$ cat src/hw/rtl/dcc_pkt_pkg.sv
// ----------------------------------------------------------------------------
// dcc_pkt_pkg
// Shared types and constants for the DCC locomotive packet builder.
// ----------------------------------------------------------------------------
package dcc_pkt_pkg;

  localparam int QUEUE_DEPTH_DEF = 2;

  localparam logic [7:0] LONG_ADDR_PREFIX = 8'hC0;
  localparam logic [7:0] SPEED_INSTR      = 8'h3F;
  localparam logic [7:0] ESTOP_BYTE       = 8'h01;
  localparam logic [6:0] SPEED_MAX        = 7'd126;
  localparam logic [2:0] FG1_PREFIX       = 3'b100;   // 0x80 group
  localparam logic [3:0] FG2_PREFIX       = 4'hB;     // 0xB0 group
  localparam logic [3:0] FG3_PREFIX       = 4'hA;     // 0xA0 group
  localparam logic [7:0] FEAT_F13_F20     = 8'hDE;
  localparam logic [7:0] FEAT_F21_F28     = 8'hDF;

  localparam logic [2:0] PKT_SPEED = 3'd0;
  localparam logic [2:0] PKT_FG1   = 3'd1;
  localparam logic [2:0] PKT_FG2   = 3'd2;
  localparam logic [2:0] PKT_FG3   = 3'd3;
  localparam logic [2:0] PKT_FG4   = 3'd4;
  localparam logic [2:0] PKT_FG5   = 3'd5;

  typedef struct packed {
    logic [13:0]       loco_address;
    logic signed [7:0] speed_step;
    logic              forward;
    logic [28:0]       function_bits;
  } loco_req_t;

  typedef struct packed {
    logic [7:0] packet_byte;
    logic [2:0] packet_number;
    logic       end_of_packet;
    logic       last;
  } pkt_word_t;

  // Classified request: address form plus every body byte that varies
  typedef struct packed {
    logic       long_addr;
    logic [7:0] addr_hi;
    logic [7:0] addr_lo;
    logic [7:0] speed_byte;
    logic [7:0] fg1_byte;
    logic [7:0] fg2_byte;
    logic [7:0] fg3_byte;
    logic [7:0] f13_byte;
    logic [7:0] f21_byte;
  } pkt_desc_t;

endpackage

$ cat src/hw/rtl/dcc_loco_packet_builder.sv
// ----------------------------------------------------------------------------
// dcc_loco_packet_builder
// Turns a locomotive update request into the bytes of six DCC packets.
// ----------------------------------------------------------------------------
// Channel   Handshake     Payload     Word
// request   push / full   req         address, speed step, direction, F0..F28
// result    pop / empty   result      packet byte, packet no, eop, last
//
// One request gives 15 words (short address) or 21 words (long address).
// The back-end byte sequencer emits one word per cycle while the output
// is popped; the front takes a request every cycle until its register
// and the descriptor queue are full.
// Reset (rst, synchronous) empties the front register, queue and output.
// pop low holds the output word; the sequencer stalls, then full rises.
// ----------------------------------------------------------------------------
module dcc_loco_packet_builder
  import dcc_pkt_pkg::*;
#(
  parameter int QUEUE_DEPTH = QUEUE_DEPTH_DEF
) (
  input  logic      clk,
  input  logic      rst,
  input  logic      push,
  output logic      full,
  input  loco_req_t req,
  output logic      empty,
  input  logic      pop,
  output pkt_word_t result
);

  logic      q_push;
  logic      q_full;
  logic      q_pop;
  logic      q_empty;
  pkt_desc_t q_wdata;
  pkt_desc_t q_rdata;

  dcc_pkt_front u_front (
    .clk     (clk),
    .rst     (rst),
    .push    (push),
    .full    (full),
    .req     (req),
    .q_push  (q_push),
    .q_full  (q_full),
    .q_wdata (q_wdata)
  );

  dcc_pkt_queue #(
    .DEPTH (QUEUE_DEPTH)
  ) u_queue (
    .clk   (clk),
    .rst   (rst),
    .push  (q_push),
    .full  (q_full),
    .wdata (q_wdata),
    .pop   (q_pop),
    .empty (q_empty),
    .rdata (q_rdata)
  );

  dcc_pkt_back u_back (
    .clk     (clk),
    .rst     (rst),
    .q_empty (q_empty),
    .q_rdata (q_rdata),
    .q_pop   (q_pop),
    .empty   (empty),
    .pop     (pop),
    .result  (result)
  );

endmodule

$ cat src/hw/rtl/dcc_pkt_front.sv
// ----------------------------------------------------------------------------
// dcc_pkt_front
// Accepts requests and reduces each to a packet descriptor.
// ----------------------------------------------------------------------------
module dcc_pkt_front
  import dcc_pkt_pkg::*;
(
  input  logic      clk,
  input  logic      rst,
  input  logic      push,
  output logic      full,
  input  loco_req_t req,
  output logic      q_push,
  input  logic      q_full,
  output pkt_desc_t q_wdata
);

  logic      desc_valid;
  logic      desc_valid_next;
  pkt_desc_t desc;
  pkt_desc_t desc_next;
  logic      accept;
  logic [6:0] spd_sat;
  logic [6:0] spd_code;

  assign full   = desc_valid && q_full;
  assign accept = push && !full;

  always_comb begin
    spd_sat  = (req.speed_step[6:0] > SPEED_MAX) ? SPEED_MAX : req.speed_step[6:0];
    // step 0 stays 0, others shift up by one to skip the e-stop code
    spd_code = spd_sat + {6'd0, (spd_sat != 7'd0)};

    desc_next.long_addr  = |req.loco_address[13:7];
    desc_next.addr_hi    = LONG_ADDR_PREFIX | {2'b00, req.loco_address[13:8]};
    desc_next.addr_lo    = req.loco_address[7:0];
    desc_next.speed_byte = req.speed_step[7] ? ESTOP_BYTE : {req.forward, spd_code};
    desc_next.fg1_byte   = {FG1_PREFIX, req.function_bits[0], req.function_bits[4:1]};
    desc_next.fg2_byte   = {FG2_PREFIX, req.function_bits[8:5]};
    desc_next.fg3_byte   = {FG3_PREFIX, req.function_bits[12:9]};
    desc_next.f13_byte   = req.function_bits[20:13];
    desc_next.f21_byte   = req.function_bits[28:21];

    desc_valid_next = accept || (desc_valid && q_full);
  end

  always_ff @(posedge clk) begin
    if (rst) begin
      desc_valid <= 1'b0;
    end else begin
      desc_valid <= desc_valid_next;
    end
  end

  always_ff @(posedge clk) begin
    if (accept) begin
      desc <= desc_next;
    end
  end

  assign q_push  = desc_valid && !q_full;
  assign q_wdata = desc;

endmodule

$ cat src/hw/rtl/dcc_pkt_queue.sv
// ----------------------------------------------------------------------------
// dcc_pkt_queue
// Small descriptor queue between the front and back ends.
// ----------------------------------------------------------------------------
module dcc_pkt_queue
  import dcc_pkt_pkg::*;
#(
  parameter int DEPTH = QUEUE_DEPTH_DEF
) (
  input  logic      clk,
  input  logic      rst,
  input  logic      push,
  output logic      full,
  input  pkt_desc_t wdata,
  input  logic      pop,
  output logic      empty,
  output pkt_desc_t rdata
);

  localparam int PW = (DEPTH > 1) ? $clog2(DEPTH) : 1;
  localparam int CW = $clog2(DEPTH + 1);

  pkt_desc_t       slots [DEPTH];
  logic [PW-1:0]   wr_ptr;
  logic [PW-1:0]   rd_ptr;
  logic [CW-1:0]   count;
  logic            do_push;
  logic            do_pop;

  assign full    = (count == CW'(DEPTH));
  assign empty   = (count == '0);
  assign do_push = push && !full;
  assign do_pop  = pop && !empty;
  assign rdata   = slots[rd_ptr];

  always_ff @(posedge clk) begin
    if (rst) begin
      wr_ptr <= '0;
      rd_ptr <= '0;
      count  <= '0;
    end else begin
      if (do_push) begin
        wr_ptr <= (wr_ptr == PW'(DEPTH - 1)) ? '0 : wr_ptr + 1'b1;
      end
      if (do_pop) begin
        rd_ptr <= (rd_ptr == PW'(DEPTH - 1)) ? '0 : rd_ptr + 1'b1;
      end
      if (do_push && !do_pop) begin
        count <= count + 1'b1;
      end else if (do_pop && !do_push) begin
        count <= count - 1'b1;
      end
    end
  end

  always_ff @(posedge clk) begin
    if (do_push) begin
      slots[wr_ptr] <= wdata;
    end
  end

endmodule

$ cat src/hw/rtl/dcc_pkt_back.sv
// ----------------------------------------------------------------------------
// dcc_pkt_back
// Byte sequencer: walks six packets of a descriptor, one word per cycle while the output slot is free.
// ----------------------------------------------------------------------------
module dcc_pkt_back
  import dcc_pkt_pkg::*;
(
  input  logic      clk,
  input  logic      rst,
  input  logic      q_empty,
  input  pkt_desc_t q_rdata,
  output logic      q_pop,
  output logic      empty,
  input  logic      pop,
  output pkt_word_t result
);

  logic      busy;
  pkt_desc_t cur;
  logic [2:0] pkt;
  logic [1:0] pos;
  logic      out_valid;
  pkt_word_t out_word;

  logic      slot_free;
  logic      emit;
  logic [1:0] addr_len;
  logic [1:0] body_len;
  logic [2:0] pkt_len;
  logic      in_body;
  logic      body_sel;
  logic [1:0] body_pos;
  logic [7:0] body_byte;
  logic      eop;
  logic      run_end;
  pkt_word_t word_next;

  assign slot_free = !out_valid || pop;
  assign emit      = busy && slot_free;
  assign run_end   = eop && (pkt == PKT_FG5);
  assign q_pop     = !q_empty && (!busy || (emit && run_end));

  always_comb begin
    addr_len = cur.long_addr ? 2'd2 : 2'd1;
    case (pkt)
      PKT_SPEED, PKT_FG4, PKT_FG5: body_len = 2'd2;
      default:                     body_len = 2'd1;
    endcase
    pkt_len  = {1'b0, addr_len} + {1'b0, body_len};
    in_body  = (pos >= addr_len);
    body_pos = pos - addr_len;
    body_sel = body_pos[0];

    case (pkt)
      PKT_SPEED: body_byte = body_sel ? cur.speed_byte : SPEED_INSTR;
      PKT_FG1:   body_byte = cur.fg1_byte;
      PKT_FG2:   body_byte = cur.fg2_byte;
      PKT_FG3:   body_byte = cur.fg3_byte;
      PKT_FG4:   body_byte = body_sel ? cur.f13_byte : FEAT_F13_F20;
      PKT_FG5:   body_byte = body_sel ? cur.f21_byte : FEAT_F21_F28;
      default:   body_byte = '0;
    endcase

    eop = ({1'b0, pos} == pkt_len - 3'd1);

    if (in_body) begin
      word_next.packet_byte = body_byte;
    end else if (cur.long_addr && pos == 2'd0) begin
      word_next.packet_byte = cur.addr_hi;
    end else begin
      word_next.packet_byte = cur.addr_lo;
    end
    word_next.packet_number = pkt;
    word_next.end_of_packet = eop;
    word_next.last          = run_end;
  end

  always_ff @(posedge clk) begin
    if (rst) begin
      busy      <= 1'b0;
      pkt       <= PKT_SPEED;
      pos       <= '0;
      out_valid <= 1'b0;
    end else begin
      if (q_pop) begin
        busy <= 1'b1;
        pkt  <= PKT_SPEED;
        pos  <= '0;
      end else if (emit) begin
        if (run_end) begin
          busy <= 1'b0;
        end else if (eop) begin
          pkt <= pkt + 3'd1;
          pos <= '0;
        end else begin
          pos <= pos + 2'd1;
        end
      end
      if (emit) begin
        out_valid <= 1'b1;
      end else if (pop) begin
        out_valid <= 1'b0;
      end
    end
  end

  always_ff @(posedge clk) begin
    if (q_pop) begin
      cur <= q_rdata;
    end
    if (emit) begin
      out_word <= word_next;
    end
  end

  assign empty  = !out_valid;
  assign result = out_word;

  a_pkt_range: assert property (@(posedge clk) disable iff (rst)
    busy |-> (pkt <= PKT_FG5))
    else $error("packet counter out of range");

  a_pos_in_pkt: assert property (@(posedge clk) disable iff (rst)
    busy |-> ({1'b0, pos} < pkt_len))
    else $error("byte position past end of packet");

  a_last_marks: assert property (@(posedge clk) disable iff (rst)
    (out_valid && out_word.last) |->
      (out_word.end_of_packet && out_word.packet_number == PKT_FG5))
    else $error("last word not closing final packet");

  a_idle_after_run: assert property (@(posedge clk) disable iff (rst)
    (emit && run_end && q_empty) |=> !busy)
    else $error("sequencer stayed busy after run");

endmodule
$ cat config.mk
export PLATFORM = sky130hd
export DESIGN_NAME = dcc_loco_packet_builder
export DESIGN_NICKNAME = d
export VERILOG_FILES = /design/src/hw/rtl/dcc_pkt_pkg.sv /design/src/hw/rtl/dcc_loco_packet_builder.sv /design/src/hw/rtl/dcc_pkt_front.sv /design/src/hw/rtl/dcc_pkt_queue.sv /design/src/hw/rtl/dcc_pkt_back.sv
export SDC_FILE = /design/constraint.sdc
export NUM_CORES = 1
export LEC_CHECK = 0
export ABC_AREA = 1
export BUFFER_PORTS_ARGS = -buffer_cell sky130_fd_sc_hd__buf_2
export CORE_MARGIN = 3
export CORE_UTILIZATION = 58
export CTS_BUF_LIST = sky130_fd_sc_hd__clkbuf_8
export DETAILED_ROUTE_END_ITERATION = 12
export PLACE_DENSITY_LB_ADDON = 0.3
export SLEW_MARGIN = 0
export SYNTH_ARGS = -nofsm -noshare
export SYNTH_HDL_FRONTEND = slang
export SYNTH_SLANG_ARGS = --single-unit
$ cat constraint.sdc
create_clock -name clk -period 3.8 [get_ports clk]
set_input_delay 0.57 -clock clk [delete_from_list [all_inputs] [get_ports clk]]
set_output_delay 0.57 -clock clk [all_outputs]
set_load 0.01 [all_outputs]
After elaboration in Yosys (flattened, before gate mapping) --
Memory sizes are Yosys's and may differ from the RTL's. A register that Yosys moved wholly into a read port is not among the register bits. Cells that the tools add are included.
Word-level totals: register bits after elaboration 109, memory bits (writable) 104, logic and storage cells 103, memories 1
Memories:
- u_queue.slots | depth 2, bits a word 52, read ports 1, clocked after memory_dff 1, wr ports 1, line dcc_pkt_queue.sv:23 | pkt_desc_t slots [DEPTH];
Operators by class: add/subtract/negate cells 10, order comparisons 2, equal/unequal tests 7, mux-type cells 21, bitwise logic cells 1, reductions and logical operators 36
Operators with widths (number):
- $pmux W8 S6 | 1
- $mux W8 | 5
- $logic_and A1 B1 Y1 | 12
- $mux W2 | 5
- $mux W1 | 9
- $reduce_bool A2 Y1 | 4
- $add A7 B1 Y7 | 1
- $gt A7 B7 Y1 const B | 1
- $logic_not A1 Y1 | 7
- $mux W7 | 1
- $reduce_bool A7 Y1 | 1
- $reduce_or A7 Y1 | 1
- $eq A3 B2 Y1 const B | 2
- $eq A3 B3 Y1 const B | 2
- $add A2 B1 Y2 const B | 2
- $logic_not A2 Y1 | 2
- $reduce_and A2 Y1 | 2
- $add A2 B2 Y3 | 1
- $add A3 B1 Y3 const B | 1
- $eq A2 B3 Y1 | 1
- $eq A3 B1 Y1 const B | 1
- $logic_not A3 Y1 | 1
- $logic_or A1 B1 Y1 | 3
- $reduce_and A3 Y1 | 1
- 9 further kinds | 10

Logic depth before layout (Yosys ltp) --
depth in word-level cells 14, depth in mapped cells 15, mapped depth without buffers 15

Hierarchy --
From an unflattened synthesis, not the netlist that was laid out.
Unflattened totals: cells, all modules 642, area total of the unflattened synthesis 10581.4 um^2
Modules (own cells, without submodules):
- dcc_pkt_queue | times used 1, cells each 239, area each 5142.4 um^2
- dcc_pkt_back | times used 1, cells each 282, area each 3503.4 um^2
- dcc_pkt_front | times used 1, cells each 121, area each 1935.6 um^2

Worst setup path after synthesis --
No wires, ideal clock.
kind register to register, start point register u_queue.count[0], end point memory u_queue.slots[1][0] (netlist name), enable pin, library setup time 0.463 ns, arrival time 2.887 ns, required time 3.337 ns, setup slack 0.450 ns, stages on the path, launching flop included 5, path buffers 0, cells stage by stage dfxtp_1 > inv_1 > a21oi_1 > inv_1 > nor2_1
Between the ends: word-level cells in the longest chain between the ends 6
RTL lines:
- start, declared | line dcc_pkt_queue.sv:26 | logic [CW-1:0] count;
- start signal, assigned | line dcc_pkt_queue.sv:49 | count <= count + 1'b1;
- start signal, assigned | line dcc_pkt_queue.sv:51 | count <= count - 1'b1;
- $eq A2 B2 Y1 * | line dcc_pkt_queue.sv:30 | assign full = (count == CW'(DEPTH));
- $logic_not A1 Y1 * | line dcc_pkt_front.sv:61, dcc_pkt_queue.sv:32
- $logic_and A1 B1 Y1 | line dcc_pkt_front.sv:61 | assign q_push = desc_valid && !q_full;
- $logic_and A1 B1 Y1 * | line dcc_pkt_queue.sv:32 | assign do_push = push && !full;
- via u_queue.do_push | line dcc_pkt_queue.sv:27 | logic do_push;
- $mux W1 * | line dcc_pkt_queue.sv:57 | if (do_push) begin
- $mux W1 (implied by the code) * | line dcc_pkt_queue.sv:58 | slots[wr_ptr] <= wdata;
- end, declared | line dcc_pkt_queue.sv:23
The timed path passes the listed nets; every way through them passes the cells marked *.

Worst setup path after layout --
start point register u_back.pkt[1], end point register, netlist name u_back.cur[10]
Between the ends: word-level cells in the longest chain between the ends 10
RTL lines:
- start, declared | line dcc_pkt_back.sv:20 | logic [2:0] pkt;
- start signal, assigned | line dcc_pkt_back.sv:93 | pkt <= pkt + 3'd1;
- $eq A3 B3 Y1 (tied with other cells) | line dcc_pkt_back.sv:45 | case (pkt)
- $reduce_or A3 Y1 | line dcc_pkt_back.sv:45
- $mux W2 | line dcc_pkt_back.sv:45
- $add A2 B2 Y3 | line dcc_pkt_back.sv:49 | pkt_len = {1'b0, addr_len} + {1'b0, body_len};
- $sub A3 B1 Y3 | line dcc_pkt_back.sv:64 | eop = ({1'b0, pos} == pkt_len - 3'd1);
- $eq A2 B3 Y1 | line dcc_pkt_back.sv:64
- $logic_and A1 B1 Y1 * | line dcc_pkt_back.sv:40 | assign run_end = eop && (pkt == PKT_FG5);
- $logic_and A1 B1 Y1 * | line dcc_pkt_back.sv:41 | assign q_pop = !q_empty && (!busy || (emit && run_end));
- $logic_or A1 B1 Y1 * | line dcc_pkt_back.sv:41
- $logic_and A1 B1 Y1 * | line dcc_pkt_back.sv:41
- via q_pop | line dcc_loco_packet_builder.sv:33 | logic q_pop;
Marked as above. A chain may end at the register's enable or synchronous reset.

==> results.yml <==
place:
  io_buffer_count: 70
  globalplace.congestion: 0.907
  dpl-instance-area_um2: 9410
  place_hpwl_mm: 9.54
synth:
  synth-xor-area-share_pct: 0.297
  synth_area_um2: 8830
  mappedNetlistNets: 609
  yosysWarningCount: 0
  postSynth.topFlopCell: "sky130_fd_sc_hd__edfxtp_1"
  synth_seq_cells: 233
  synth.area.mux_share_pct: 6.63
  synthArstFlopShare_pct: 0
  post_synth.cell_area_avg_um2: 16.3
  synthAdderAreaFrac_pct: 1.70
  netlist_instances: 541
  post_synth_main_area_contributors: "sky130_fd_sc_hd__edfxtp_1 75%, sky130_fd_sc_hd__mux2_2 6.6%, sky130_fd_sc_hd__nand2_1 2.8%"
  synth.yosys.seq_area_share_pct: 77.8
  synth_top_area_share_pct: 75.1
  post_synth_edffs: 221
  post_synth_num_cell_types: 37
  synth_top_cell_by_area: "sky130_fd_sc_hd__edfxtp_1"
  synthSimpleGateAreaFrac_pct: 7.34
  synth_compound_area_share_pct: 3.44
  dominant_combinational_cell_family_by_area_after_synthesis: "simple AND/OR/NAND/NOR gates"
pwr:
  switching_share_pct: 26.7
  p_sw_w: 0.00180
  clkPwrFrac_pct: 28.7
  ir_worst_vdd_uv: 347
  leakage_nw: 3.76
  sequential_cell_fraction_of_total_power_pct: 54.2
  power.combinational.fraction_pct: 17.1
  power_density_nw_per_um2: 667
  internal-power_w: 0.00495
setup_path:
  timing.setup.critical_path_class: "register to register"
  largest_incremental_delay_on_the_critical_path_ps: 510
  slowest_stage: "sky130_fd_sc_hd__buf_4"
  cp_cell_sequence: "inv_1 > ha_1 > o21ai_0 > ha_1 > inv_1 > nand2_1 > nand2_2 > nand4_4 > nand2_4 > nand2_4 > clkinv_1 > buf_4"
  worst-path-max-fanout: 52
  cp.arrival_ps: 2860
  setup.worst_path.end_class: "register"
  critical_path.startpoint_type: "register"
  worstPathRequired_ps: 3920
cts:
  postCtsSetupRepairBufs: 0
  clk_latency_ps: 490
  cts_clk_pin_slew_worst_paths_ps: 60
  postCtsResizedCells: 0
  tritoncts: "built"
  cts.hold.buffers_added: 0
  cts.root.buffer_cell: "sky130_fd_sc_hd__clkbuf_8"
  clock_path_buffers: 3
  clock_sink_count: 233
  cts_max_level: 2
  cts_buffer_count: 37
sta:
  tightest_slew_ps: 1150
  final_min_period_over_clock_period_pct: 72.3
  fin_tns_setup_ps: 0
  final_hold_violation_count: 0
  rsz_0062_raised_after_global_routing: "no"
  slew_viol_final: 0
  timing.final.crit_period_ps: 2750
  setup_viol: 0
  slew-limit-headroom_pct: 23.5
  achievable-frequency_mhz: 364
  clock_skew_ps: 18.6
final_layout:
  final_layout_size_suffix_gt1_share_pct: 30.7
  layout_common_cells: "221 x sky130_fd_sc_hd__edfxtp_1, 70 x sky130_fd_sc_hd__buf_2, 67 x sky130_fd_sc_hd__nand2_1"
  final_common_cell: "sky130_fd_sc_hd__edfxtp_1"
  synthToLayoutAreaGrowth_pct: 14.4
  stdcell_area_um2: 10100
  final_nets: 714
  nFillCells: 939
  num_antenna_cells: 0
min_path:
  hp-class: "input pin to register"
global_route:
  grt_pass1_vias: 4731
  grt_usage_pct: 18.3
  grt_first_pass_wirelength_mm: 23.6
  grt_start_max_net_pins: 53
  grt_antenna_before_repair: 0
  overflow: 0
drt:
  wirelength_mm: 14.6
  drt_pre_antenna_iters: 4
  detail_route.iter0.violations: 433
  route.detailed.wl_per_inst_um: 17.1
  vias: 4590
  antenna_violating_nets_remaining: 0
  drcViolationCount: 0
  drt-vias-per-instance: 5.35
floorplan:
  rows: 44
  num_io_pins: 71
  core_area_um2: 14700
  die_height_um: 129
  starting_utilization_of_the_core_area_pct: 60.1
  design.die.area_um2: 16700
  dieWidth_um: 129
run:
  max_capacitance_violation_total: 0
run_status:
  result_of_the_run: "finished, final reports clean"
## layout make-up
cell class	count	area, um2	share of cell area (%)
clock buffer	41	564	5.58
tap	184	230	2.28
inverter	45	181	1.79
multi-input combinational	253	1730	17.1
sequential	233	6880	68.0
clock inverter	26	131	1.30
timing repair buffer	76	395	3.91
## per-layer routing
layer	track usage, %	share of wire (%)
met1	23.8	42
met2	31.0	51
met3	3.75	5.1
met4	6.42	2.2
met5	0	0
## registers in the layout (all words and copies together) (netlist names)
register and count:
u_queue.slots 104, u_back.out_valid 1, u_front.desc_valid 1, u_front.q_wdata 52, u_back.pkt 3, u_queue.rd_ptr 1, u_back.busy 1, u_back.cur 52
u_queue.wr_ptr 1, u_queue.count 2, u_back.result 13, u_back.pos 2
## cells in the mapped netlist, types with 2 or more instances
library cell / n
sky130_fd_sc_hd__ha_1: 12
sky130_fd_sc_hd__nand2_4: 5
sky130_fd_sc_hd__nor2_2: 4
sky130_fd_sc_hd__a21oi_1: 16
sky130_fd_sc_hd__buf_2: 7
sky130_fd_sc_hd__edfxtp_1: 221
sky130_fd_sc_hd__a21o_1: 3
sky130_fd_sc_hd__o21ai_2: 2
sky130_fd_sc_hd__nor2_1: 26
sky130_fd_sc_hd__a31oi_1: 2
sky130_fd_sc_hd__buf_6: 2
sky130_fd_sc_hd__nand3_1: 9
sky130_fd_sc_hd__nand4_1: 6
sky130_fd_sc_hd__nand2_2: 3
sky130_fd_sc_hd__inv_2: 6
sky130_fd_sc_hd__dfxtp_1: 12
sky130_fd_sc_hd__nand2_1: 67
sky130_fd_sc_hd__o21ai_0: 24
sky130_fd_sc_hd__nor3_1: 4
sky130_fd_sc_hd__mux2_2: 52
sky130_fd_sc_hd__o21ai_1: 4
sky130_fd_sc_hd__xor2_1: 2
sky130_fd_sc_hd__nor2_4: 2
sky130_fd_sc_hd__inv_1: 37
## power groups by stage
stage	clock, W	combinational (W)	sequential, W
after floorplan	0	0.000847	0.00363
after global placement	0	0.00111	0.00369
after detailed placement	0	0.00115	0.00371
after CTS	0.00198	0.00116	0.00366
after global routing	0.00212	0.00127	0.00369
final	0.00194	0.00115	0.00365
## critical path, delay by kind of cell (launching register included)
family	cells	cell delay [ps]
AOI/OAI and AO/OA	1	180
adders and majority gates	2	510
buffers and inverters	4	750
DFF	1	450
and+or+nand+nor	5	450
## worst paths after layout
kind	startpoint	endpoint	slack, ps	cells past startpoint
setup / recovery	u_back.pkt[1]	u_back.cur[10]	1050	12
hold reg to reg	u_front.q_wdata[33]	u_queue.slots[1][25]	440	0
hold / removal	req[23]	u_front.q_wdata[2]	250	1
setup reg to reg	u_back.pkt[1]	u_back.cur[10]	1050	12
## per-stage QoR
stage                     total power [W]  setup WS [ps]  cells  util [%]  hold WS (ps)
final                             0.00675           1050    858      68.8           249
after global placement            0.00480           1230    791      64.0           422
after detailed placement          0.00485           1080    791      64.0           430
after floorplan                   0.00447            450    541         -           421
after global routing              0.00708            831    858      68.8           215
after CTS                         0.00680           1040    858      68.8           216
## cells by family after synthesis
family	Yosys count
buffers and inverters	55
AOI/OAI and AO/OA	55
adders and majority gates	12
muxes	52
and+or+nand+nor	131
xor gates and xnor gates	3
DFF	233
Power figures use the tool's default switching activity.
